<file path="src/hdl/iir_filter_direct_form_one_assert.svh">
// ----------------------------------------------------------------------------
// IIR filter assertion macros
// Shared concurrent assertion forms, clocked on clk and quiet during reset.
// ----------------------------------------------------------------------------
`ifndef IIR_FILTER_DIRECT_FORM_ONE_ASSERT_SVH
`define IIR_FILTER_DIRECT_FORM_ONE_ASSERT_SVH

// same-cycle implication
`define IIR_ASSERT_SAME(lbl, ante, cons) \
    lbl: assert property (@(posedge clk) disable iff (!rst_n) (ante) |-> (cons)) \
        else $error("iir: same-cycle check failed");

// next-cycle implication
`define IIR_ASSERT_NEXT(lbl, ante, cons) \
    lbl: assert property (@(posedge clk) disable iff (!rst_n) (ante) |=> (cons)) \
        else $error("iir: next-cycle check failed");

`endif

</file>
<file path="src/hdl/iir_pkg.sv">
// ----------------------------------------------------------------------------
// IIR filter package
// Widths, types, register codes and the configuration bundle.
// ----------------------------------------------------------------------------
package iir_pkg;

    localparam int FF_TAPS_MAX    = 3;
    localparam int FB_TAPS_MAX    = 2;
    localparam int SAMPLE_BITS    = 24;
    localparam int COEF_FRAC_BITS = 16;
    localparam int COEF_BITS      = 20;
    localparam int CNT_BITS       = 2;
    localparam int ADDR_BITS      = 5;
    localparam int REG_IDX_BITS   = ADDR_BITS - 2;

    localparam int FF_HIST_DEPTH  = FF_TAPS_MAX - 1;
    localparam int FF_IDX_BITS    = $clog2(FF_TAPS_MAX);
    localparam int FB_IDX_BITS    = $clog2(FB_TAPS_MAX);

    localparam int PROD_BITS      = SAMPLE_BITS + COEF_BITS;
    localparam int ACC_BITS       = PROD_BITS + $clog2(FF_TAPS_MAX + FB_TAPS_MAX);
    localparam int QUOT_BITS      = ACC_BITS - COEF_FRAC_BITS;

    localparam int SAMPLE_MAX     = 2 ** (SAMPLE_BITS - 1) - 1;
    localparam int SAMPLE_MIN     = -(2 ** (SAMPLE_BITS - 1));

    typedef logic signed [SAMPLE_BITS-1:0] sample_t;
    typedef logic signed [COEF_BITS-1:0]   coef_t;
    typedef logic        [CNT_BITS-1:0]    cnt_t;
    typedef logic signed [PROD_BITS-1:0]   prod_t;
    typedef logic signed [ACC_BITS-1:0]    acc_t;
    typedef logic signed [QUOT_BITS-1:0]   quot_t;

    localparam acc_t ROUND_HALF = acc_t'(1) << (COEF_FRAC_BITS - 1);

    typedef enum logic [REG_IDX_BITS-1:0] {
        REG_FF_TAP_COUNT,
        REG_FB_TAP_COUNT,
        REG_FF_COEF_0,
        REG_FF_COEF_1,
        REG_FF_COEF_2,
        REG_FB_COEF_0,
        REG_FB_COEF_1
    } reg_idx_t;

    typedef struct packed {
        cnt_t                     ff_cnt;
        cnt_t                     fb_cnt;
        coef_t [FF_TAPS_MAX-1:0]  ff_coef;
        coef_t [FB_TAPS_MAX-1:0]  fb_coef;
    } cfg_t;

    typedef struct packed {
        logic stage_valid;
        logic stage_last;
        logic advance;
        logic hist_clear;
    } stat_t;

endpackage

</file>
<file path="src/hdl/iir_cfg.sv">
// ----------------------------------------------------------------------------
// IIR configuration registers
// APB-style register file for tap counts and coefficients.
// ----------------------------------------------------------------------------
module iir_cfg
(
    input  logic                           clk,
    input  logic                           rst_n,
    input  logic                           psel,
    input  logic                           penable,
    input  logic                           pwrite,
    input  logic [iir_pkg::ADDR_BITS-1:0]  paddr,
    input  logic [31:0]                    pwdata,
    output logic [31:0]                    prdata,
    output logic                           pready,
    output iir_pkg::cfg_t                  cfg
);

    iir_pkg::cfg_t     cfg_reg;
    iir_pkg::cfg_t     cfg_next;
    iir_pkg::reg_idx_t reg_idx;
    logic              wr_en;

    assign pready  = 1'b1;
    assign reg_idx = iir_pkg::reg_idx_t'(paddr[iir_pkg::ADDR_BITS-1:2]);
    assign wr_en   = psel && penable && pwrite;
    assign cfg     = cfg_reg;

    always_comb
    begin
        cfg_next = cfg_reg;
        if (wr_en)
        begin
            unique case (reg_idx)
                iir_pkg::REG_FF_TAP_COUNT: cfg_next.ff_cnt = pwdata[iir_pkg::CNT_BITS-1:0];
                iir_pkg::REG_FB_TAP_COUNT: cfg_next.fb_cnt = pwdata[iir_pkg::CNT_BITS-1:0];
                iir_pkg::REG_FF_COEF_0:
                    cfg_next.ff_coef[0] = pwdata[iir_pkg::COEF_BITS-1:0];
                iir_pkg::REG_FF_COEF_1:
                    cfg_next.ff_coef[1] = pwdata[iir_pkg::COEF_BITS-1:0];
                iir_pkg::REG_FF_COEF_2:
                    cfg_next.ff_coef[2] = pwdata[iir_pkg::COEF_BITS-1:0];
                iir_pkg::REG_FB_COEF_0:
                    cfg_next.fb_coef[0] = pwdata[iir_pkg::COEF_BITS-1:0];
                iir_pkg::REG_FB_COEF_1:
                    cfg_next.fb_coef[1] = pwdata[iir_pkg::COEF_BITS-1:0];
                default: ;
            endcase
        end
    end

    // read back, coefficients sign-extended
    always_comb
    begin
        unique case (reg_idx)
            iir_pkg::REG_FF_TAP_COUNT: prdata = 32'(cfg_reg.ff_cnt);
            iir_pkg::REG_FB_TAP_COUNT: prdata = 32'(cfg_reg.fb_cnt);
            iir_pkg::REG_FF_COEF_0:    prdata = 32'($signed(cfg_reg.ff_coef[0]));
            iir_pkg::REG_FF_COEF_1:    prdata = 32'($signed(cfg_reg.ff_coef[1]));
            iir_pkg::REG_FF_COEF_2:    prdata = 32'($signed(cfg_reg.ff_coef[2]));
            iir_pkg::REG_FB_COEF_0:    prdata = 32'($signed(cfg_reg.fb_coef[0]));
            iir_pkg::REG_FB_COEF_1:    prdata = 32'($signed(cfg_reg.fb_coef[1]));
            default:                   prdata = '0;
        endcase
    end

    always_ff @(posedge clk or negedge rst_n)
    begin
        if (!rst_n)
        begin
            cfg_reg <= '{ff_cnt:  iir_pkg::cnt_t'(1),
                         fb_cnt:  iir_pkg::cnt_t'(1),
                         ff_coef: '0,
                         fb_coef: '0};
        end
        else
        begin
            cfg_reg <= cfg_next;
        end
    end

endmodule

</file>
<file path="config.mk">
export PLATFORM = sky130hd
export DESIGN_NAME = iir_cfg
export DESIGN_NICKNAME = d
export VERILOG_FILES = /design/src/hdl/iir_filter_direct_form_one_assert.svh /design/src/hdl/iir_pkg.sv /design/src/hdl/iir_cfg.sv
export SDC_FILE = /design/constraint.sdc
export NUM_CORES = 1
export LEC_CHECK = 0
export ABC_AREA = 0
export BUFFER_PORTS_ARGS = -buffer_cell sky130_fd_sc_hd__buf_4
export CAP_MARGIN = 20
export CORE_MARGIN = 5
export CORE_UTILIZATION = 48
export DETAILED_ROUTE_END_ITERATION = 6
export PLACE_DENSITY = 0.89
export SETUP_SLACK_MARGIN = 0.1
export SYNTH_ARGS = -nofsm -noshare
export SYNTH_HDL_FRONTEND = slang
export SYNTH_SLANG_ARGS = --single-unit
export TNS_END_PERCENT = 10
</file>
<file path="constraint.sdc">
create_clock -name clk -period 2.36 [get_ports clk]
set_input_delay 0.118 -clock clk [delete_from_list [all_inputs] [get_ports clk]]
set_output_delay 0.118 -clock clk [all_outputs]
set_load 0.005 [all_outputs]
</file>
==> impl_metrics.env, run 1 <==
export IMPL_drive_gt1_share_pct=49.7
export IMPL_final_util_pct=66.3
export IMPL_dieArea_sq_um=12200
export IMPL_antenna_cells=0
export IMPL_largest_reg_flops=104
export IMPL_cts_buffers=9
export IMPL_start_util_pct=49.3
export IMPL_yosysTopAreaCell="dfrtp_1"
export IMPL_grt_max_degree=58
export IMPL_syn_area_sq_um=4820
export IMPL_antenna_found_initial=0
export IMPL_num_nets_final=559
export IMPL_syn_area_per_cell_sq_um=13.9
export IMPL_portBuffers=163
export IMPL_placed_area_sq_um=6130
export IMPL_grt_pass1_wl_microns=20000
export IMPL_ant_nets=0
export IMPL_cp_num_buf_inv=2
export IMPL_status="finished, final reports clean"
export IMPL_chipHeight_microns=110
export IMPL_ys_seq_area_share_pct=54.0
export IMPL_crit_arrival_ns=1.97
export IMPL_rsz0062_at_grt="no"
export IMPL_cts_tree="yes"
export IMPL_io_pins=179
export IMPL_critPathKind="in2out"
export IMPL_p_leak_nw=3.24
export IMPL_first_pass_iters=4
export IMPL_drtIter0Drc=171
export IMPL_fin_crit_sh_pct=88.4
export IMPL_cts_buffer_depth=2
export IMPL_rows=36
export IMPL_cp_max_fo=17
export IMPL_fmax_mhz=480
export IMPL_min_path_type="in2reg"
export IMPL_fin_area_sq_um=6480
export IMPL_hpwlAfterDp_microns=9340
export IMPL_crit_path_start_kind="input pin"
export IMPL_cap_violations=0
export IMPL_drv_slew=0
export IMPL_pre_cts_slack_ns=0.297
export IMPL_fin_crit_ns=2.09
export IMPL_cpMostUsedCell="buf_4"
export IMPL_synth_top_area_share_pct=52.9
export IMPL_crit_family="simple AND/OR/NAND/NOR gates"
export IMPL_ys_types=27
export IMPL_path_clk_slew_ns=0.09
export IMPL_h_tree_depth=3
export IMPL_powerDensity_nw_per_um2=760
export IMPL_clk_latency_ns=0.36
export IMPL_skew_ns=0
export IMPL_cts_sinks=104
export IMPL_drcViolationCount=0
export IMPL_max_slew_margin_rel_pct=36.8
export IMPL_crit_path_cell_trace="buf_4 > nor2b_2 > a22o_1 > a221o_1 > buf_4"
export IMPL_syn_inst=348
export IMPL_gp_congestion=0.796
export IMPL_fin_tns_setup_ns=0
export IMPL_cpPeakStageDelay_ns=0.80
export IMPL_worstMarginPinSlew_ns=0.943
export IMPL_syn_nets=390
export IMPL_layout_common_cells="178 x buf_4, 102 x dfrtp_1, 53 x mux2_2"
export IMPL_wl_per_cell_microns=20.1
export IMPL_synth_area_leaders="dfrtp_1 53%, mux2_2 12%, mux2_1 12%"
export IMPL_required_ns=2.24
export IMPL_synth_warnings=0
export IMPL_cp_end_kind="output port"
export IMPL_ys_ff_latch=104
export IMPL_gr_total_overflow=0
export IMPL_layout_commonest_cell="buf_4"
export IMPL_syn2layout_area_growth_pct=34.3
export IMPL_setup_viol=0
export IMPL_chipWidth_microns=110
export IMPL_vias=3514
export IMPL_grt_pass1_vias=3733
export IMPL_fin_ws_ns=0.275
export IMPL_clockRootBuffer="clkbuf_8"
export IMPL_routed_wl_microns=13100
export IMPL_core_sq_um=9770
export IMPL_critPathSlowestCell="nor2b_2"
export IMPL_vias_per_cell=5.37
export IMPL_hold_viol=0
export IMPL_peakVddDrop_uv=390
export IMPL_grt_usage_pct=21.9
==> cells in the mapped netlist, drive strengths merged <==
cell      n
o221a     2
nand4     1
nand2b    3
dfrtp   102
inv       2
a221oi    2
nand2     1
mux2i    25
nor2b     3
nor2     24
o22a      1
dfstp     2
a221o    17
clkbuf    4
conb      1
nand4b    1
or3       2
o21ai     1
mux2    104
buf      33
a22o     17
==> power by group <==
part	switching, mW	internal, mW
clock network	0.568	0.514
registers	0.297	2.13
logic	0.519	0.889
==> cell families after synthesis <==
family | after synthesis | share of synthesized area (%)
simple gates | 35 | 3.71
other cells | 1 | 0.0778
mux | 129 | 29.5
flops | 104 | 54.0
buf+inv | 39 | 4.98
compound gates | 40 | 7.73
==> through the flow <==
step	instances	total power [mW]	hold WS, ns
6_report	654	4.92	0.0225
5_1_grt	654	5.18	0.0131
4_1_cts	654	4.97	0.00265
3_5_place_dp	623	3.87	0.168
3_3_place_gp	623	3.80	0.156
2_1_floorplan	348	2.96	-0.178
==> area by class of cell <==
class | instances | area (sq um)
repair buffers | 195 | 1520
clock buffers | 12 | 145
multi-input cells | 205 | 1990
well taps | 133 | 166
fillers | 714 | 3300
clock inverters | 3 | 42.5
inverters | 2 | 7.51
flip-flops and latches | 104 | 2610
==> final timing paths <==
kind	cells after the start	startpoint	end	slack (ns)
setup reg to reg	1	cfg[3]	cfg[3]	1.53
setup / recovery	5	paddr[3]	prdata[30]	0.27
hold / removal	2	pwdata[10]	cfg[90]	0.02
hold reg to reg	1	cfg[12]	cfg[12]	0.52
max in group asynchronous	3	rst_n	cfg[100]	1.26
min in group asynchronous	2	rst_n	cfg[40]	0.31
==> metal layers <==
metal / up-vias / global-route usage [%] / wire length [microns]
li1: 1615 / - / -
met1: 1757 / 28.1 / 5580
met2: 126 / 36.7 / 6400
met3: 16 / 4.60 / 959
met4: 0 / 8.00 / 194
met5: - / 0 / 0
==> timing repair <==
action / in CTS / in global routing
setup buffers: 0 / 0
gates resized for setup: 0 / 0
hold endpoints to repair: 74 / 0
hold buffers: 16 / 0
Power figures use the tool's default switching activity.
==> run 2: changes to the inputs <==
CTS_BUF_LIST = sky130_fd_sc_hd__clkbuf_16   (was not set)
==> run 2 against run 1 <==
  * Worst setup slack improved by 0.0063 ns
  * Sequential share of layout area rose by 0.37 points
  * Critical path type unchanged
  * Die area is the same
  * Routed wire length is 1.3% lower
  * Clock power up 31%
  * Sequential power is essentially flat
  * Highest routed layer unchanged
==> impl_metrics.env, run 2 (synthesis gave the netlist of run 1 again) <==
export IMPL_status="finished, final reports clean"
export IMPL_crit_path_start_kind="input pin"
export IMPL_syn2layout_area_growth_pct=33.1
export IMPL_wl_per_cell_microns=20.3
export IMPL_cts_sinks=104
export IMPL_core_sq_um=9770
export IMPL_clockRootBuffer="clkbuf_16"
export IMPL_antenna_cells=0
export IMPL_switching_share_pct=27.2
export IMPL_cpMostUsedCell="buf_4"
export IMPL_startpoint="paddr[3]"
export IMPL_ant_nets=0
export IMPL_hpwlAfterDp_microns=9340
export IMPL_layout_common_cells="178 x buf_4, 102 x dfrtp_1, 53 x mux2_2"
export IMPL_crit_arrival_ns=1.96
export IMPL_pre_cts_slack_ns=0.297
export IMPL_p_switching_mw=1.42
export IMPL_vias=3461
export IMPL_gr_total_overflow=0
export IMPL_largest_reg_flops=104
export IMPL_fin_ws_ns=0.281
export IMPL_cts_buffer_depth=2
export IMPL_cpPeakStageDelay_ns=0.79
export IMPL_drcViolationCount=0
export IMPL_max_slew_margin_rel_pct=36.8
export IMPL_rsz0062_at_grt="no"
export IMPL_min_path_type="in2reg"
export IMPL_fin_tns_setup_ns=0
export IMPL_hp_start="pwdata[18]"
export IMPL_start_util_pct=49.3
export IMPL_powerDensity_nw_per_um2=816
export IMPL_antenna_found_initial=0
export IMPL_grt_pass1_vias=3617
export IMPL_portBuffers=163
export IMPL_skew_ns=0
export IMPL_cap_violations=0
export IMPL_grt_max_degree=58
export IMPL_chipWidth_microns=110
export IMPL_critPathCapture="prdata[27]"
export IMPL_fin_crit_sh_pct=88.1
export IMPL_worstMarginPinSlew_ns=0.944
export IMPL_drive_gt1_share_pct=51.0
export IMPL_setup_viol=0
export IMPL_drtIter0Drc=148
export IMPL_fin_crit_ns=2.08
export IMPL_h_tree_depth=3
export IMPL_crit_cells=5
export IMPL_p_leak_nw=3.23
export IMPL_cts_tree="yes"
export IMPL_ff2ff_path_depth=1
export IMPL_cp_num_buf_inv=2
export IMPL_clk_latency_ns=0.33
export IMPL_regToRegSetupSlack_ns=1.53
export IMPL_cts_buffers=9
export IMPL_r2r_start="cfg[3]"
export IMPL_cts_resized=0
export IMPL_hold_viol=0
export IMPL_p_seq_share_pct=46.5
export IMPL_cp_end_kind="output port"
export IMPL_routed_wl_microns=13000
export IMPL_p_comb_share_pct=26.5
export IMPL_clkPwrFrac_pct=27.0
export IMPL_peakVddDrop_uv=408
export IMPL_path_clk_slew_ns=0.07
export IMPL_crit_family="simple AND/OR/NAND/NOR gates"
export IMPL_rows=36
export IMPL_grt_pass1_wl_microns=19900
export IMPL_required_ns=2.24
export IMPL_layout_commonest_cell="buf_4"
export IMPL_fmax_mhz=481
export IMPL_critPathSlowestCell="nor2b_2"
export IMPL_vias_per_cell=5.42
export IMPL_drv_slew=0
export IMPL_intPower_mw=3.81
export IMPL_first_pass_iters=4
export IMPL_num_nets_final=544
export IMPL_crit_path_cell_trace="buf_4 > nor2b_2 > a22o_1 > a221o_1 > buf_4"
export IMPL_grt_usage_pct=21.8
export IMPL_critPathKind="in2out"
export IMPL_dieArea_sq_um=12200
export IMPL_cp_max_fo=17
export IMPL_chipHeight_microns=110
export IMPL_worstReg2RegEnd="cfg[3]"
export IMPL_gp_congestion=0.796
export IMPL_io_pins=179
run 2: changes by cell type in the layout (fill, tap and decap cells not counted):
cell,change
clkbuf_16,+9
inv_1,+2
dlygate4sd3_1,-15
clkbuf_1,-2
clkbuf_8,-10
clkinv_1,+1
run 2: power by group through the flow:
stage,registers (mW),logic [mW],clock network (mW)
6_report,2.44,1.39,1.41
5_1_grt,2.48,1.52,1.51
3_5_place_dp,2.46,1.40,0
4_1_cts,2.43,1.41,1.45
2_1_floorplan,2.42,0.538,0
3_3_place_gp,2.44,1.37,0
run 2: per-layer routing:
metal  wire length [microns]  GRT usage (%)  vias to the layer above
met5                       0              0                        -
met4                     194           7.12                        0
met3                    1020           4.66                       15
met2                    6330           36.0                      137
met1                    5420           28.7                     1723
li1                        -              -                     1586
run 2: metrics by stage:
stage               cells  hold WS (ns)  cell area [sq um]  total power [mW]  util, %
detailed placement    623         0.168               6130              3.87     62.7
CTS                   639        0.0199               6420              5.29     65.7
floorplan             348        -0.178               4820              2.96        -
finish                639        0.0283               6420              5.24     65.7
global placement      623         0.156               6130              3.80     62.7
global route          639        0.0308               6420              5.50     65.7
run 2: cell type report:
| cell class | count | area [sq um] |
|---|---|---|
| Timing Repair Buffer | 180 | 1370 |
| Tap cell | 133 | 166 |
| Inverter | 2 | 7.51 |
| Fill cell | 737 | 3360 |
| Clock inverter | 6 | 53.8 |
| Clock buffer | 9 | 225 |
| Multi-Input combinational cell | 205 | 1990 |
| Sequential cell | 104 | 2610 |
run 2: how the worst min path moves through the flow:
stage / cells after the start / endpoint
6_report: 2 / cfg[38]
5_1_grt: 2 / cfg[14]
4_1_cts: 2 / cfg[38]
3_5_place_dp: 1 / cfg[40]
3_3_place_gp: 1 / cfg[40]
2_1_floorplan: 0 / cfg[0]
run 2: timing repair:
action                    4_1_cts  5_1_grt
hold buffers                    1        0
hold endpoints to repair       47        0
buffers inserted                0        0
==> run 3: changes to the inputs <==
GPL_TIMING_DRIVEN = 0   (was not set)
==> run 3 against run 2 <==
  * Power is 3.6% higher
  * Worst setup slack improved by 0.089 ns
  * Maximum frequency increased by 4.5%
  * Clock skew unchanged
  * Clock power increased by 9.9%
  * Cell count increased by 3.4%
  * Die area unchanged
  * Sequential share of layout area shrank 0.85 points
  * Global-route usage is 0.66 points higher
  * Via count is 3.3% higher
  * Critical path depth is 2 higher
  * Sequential cell count is the same
  * Critical endpoint is now prdata[30]
  * Largest power group unchanged
  * Highest routed layer unchanged
==> impl_metrics.env, run 3 (synthesis gave the netlist of run 1 again) <==
export IMPL_grt_usage_pct=22.5
export IMPL_switching_share_pct=26.8
export IMPL_antenna_found_initial=0
export IMPL_chipWidth_microns=110
export IMPL_p_switching_mw=1.45
export IMPL_cp_max_fo=13
export IMPL_p_comb_share_pct=26.6
export IMPL_hold_viol=0
export IMPL_cts_resized=0
export IMPL_grt_max_degree=58
export IMPL_largest_reg_flops=104
export IMPL_hp_start="pwdata[4]"
export IMPL_routed_wl_microns=13600
export IMPL_startpoint="paddr[3]"
export IMPL_fin_crit_sh_pct=84.3
export IMPL_intPower_mw=3.97
export IMPL_cts_sinks=104
export IMPL_status="finished, final reports clean"
export IMPL_drcViolationCount=0
export IMPL_placed_area_sq_um=6230
export IMPL_hold_end="cfg[4]"
export IMPL_p_seq_share_pct=44.8
export IMPL_vias_per_cell=5.41
export IMPL_fin_tns_setup_ns=0
export IMPL_gp_congestion=0.820
export IMPL_vias=3576
export IMPL_drive_gt1_share_pct=50.9
export IMPL_portBuffers=162
export IMPL_path_clk_slew_ns=0.07
export IMPL_cts_buffers=9
export IMPL_drv_slew=0
export IMPL_wl_met1_microns=5610
export IMPL_skew_ns=0
export IMPL_cts_setup_buffers=0
export IMPL_powerDensity_nw_per_um2=827
export IMPL_cts_tree="yes"
export IMPL_rsz0062_at_grt="no"
export IMPL_dieArea_sq_um=12200
export IMPL_fin_ws_ns=0.370
export IMPL_stdcell_count=661
export IMPL_dr_wl_met3_microns=1020
export IMPL_p_leak_nw=3.34
export IMPL_fmax_mhz=503
export IMPL_max_slew_margin_rel_pct=50.1
export IMPL_cap_violations=0
export IMPL_r2r_start="cfg[19]"
export IMPL_drtIter0Drc=158
export IMPL_ant_nets=0
export IMPL_start_util_pct=49.3
export IMPL_crit_path_start_kind="input pin"
export IMPL_gr_total_overflow=0
export IMPL_peakVddDrop_uv=438
export IMPL_rows=36
export IMPL_core_sq_um=9770
export IMPL_grt_pass1_wl_microns=20700
export IMPL_regToRegSetupSlack_ns=1.53
export IMPL_required_ns=2.24
export IMPL_n_fill_cell=725
export IMPL_h_tree_depth=3
export IMPL_worstReg2RegEnd="cfg[19]"
export IMPL_clkPwrFrac_pct=28.7
export IMPL_layout_common_cells="183 x buf_4, 102 x dfrtp_1, 53 x mux2_2"
export IMPL_chipHeight_microns=110
export IMPL_placed_cells=644
export IMPL_fin_crit_ns=1.99
export IMPL_min_path_type="in2reg"
export IMPL_num_nets_final=565
export IMPL_worstMarginPinSlew_ns=0.749
export IMPL_critPathKind="in2out"
export IMPL_io_pins=179
export IMPL_fin_area_sq_um=6560
export IMPL_hpwlAfterDp_microns=9680
export IMPL_clk_latency_ns=0.34
export IMPL_setup_viol=0
export IMPL_hold_buffers=1
export IMPL_crit_arrival_ns=1.87
export IMPL_wl_met2_microns=6830
export IMPL_syn2layout_area_growth_pct=36.0
export IMPL_wl_per_cell_microns=20.6
export IMPL_cp_end_kind="output port"
export IMPL_layout_commonest_cell="buf_4"
export IMPL_top_layer="met4"
export IMPL_first_pass_iters=4
export IMPL_clockRootBuffer="clkbuf_16"
export IMPL_pre_cts_slack_ns=0.349
export IMPL_hold_path_cell_count=2
export IMPL_ff2ff_path_depth=1
export IMPL_cts_buffer_depth=2
export IMPL_grt_pass1_vias=3799
export IMPL_antenna_cells=0
## run 3: cell count changes in the layout (fill, tap and decap cells not counted), sizes merged
cell      delta
clkbuf       +4
clkinv       +1
bufinv       +1
buf         +17
clkinvlp     -1
## run 3: routing by layer
metal / global-route usage [%] / vias up
met3: 5.07 / 10
met5: 0 / -
met1: 28.2 / 1816
met4: 6.33 / 0
li1: - / 1614
met2: 39.0 / 136
## run 3: power groups by stage
stage,clock network (mW),logic [mW],registers (mW)
after floorplan,0,0.538,2.42
after global placement,0,1.41,2.43
after detailed placement,0,1.46,2.45
after CTS,1.57,1.47,2.43
after global routing,1.65,1.57,2.47
final,1.55,1.44,2.43
## run 3: worst max-delay path, cell delays in order
cell and delay, ns:
buf_4 0.13, buf_4 0.18, nand2b_2 0.25, nor2_2 0.39, a221o_1 0.52, buf_4 0.19
buf_4 0.10
## run 3: worst max path at each step
| stage | endpoint | slack [ns] | cells past startpoint |
|---|---|---|---|
| final | prdata[30] | 0.37 | 7 |
| after floorplan | prdata[20] | 0.89 | 6 |
| after global routing | prdata[24] | 0.24 | 8 |
| after global placement | prdata[31] | 0.43 | 8 |
| after CTS | prdata[30] | 0.35 | 8 |
| after detailed placement | prdata[30] | 0.35 | 8 |
## run 3: cell type report
cell class	count	area (sq um)	area share [%]
sequential	104	2610	39.7
multi-input combinational	205	1980	30.2
timing repair buffer	164	1250	19.1
buffer	37	233	3.55
clock buffer	9	225	3.44
tap	133	166	2.54
clock inverter	7	88.8	1.35
inverter	2	7.51	0.115
## run 3: stage by stage
| step | power (mW) | utilization, % | hold WS (ns) |
|---|---|---|---|
| 2_1_floorplan | 2.96 | - | -0.178 |
| 3_3_place_gp | 3.84 | 63.5 | 0.368 |
| 4_1_cts | 5.47 | 67.1 | 0.0267 |
| 5_1_grt | 5.69 | 67.1 | 0.0409 |
| 3_5_place_dp | 3.92 | 63.8 | 0.230 |
| 6_report | 5.42 | 67.1 | 0.0289 |
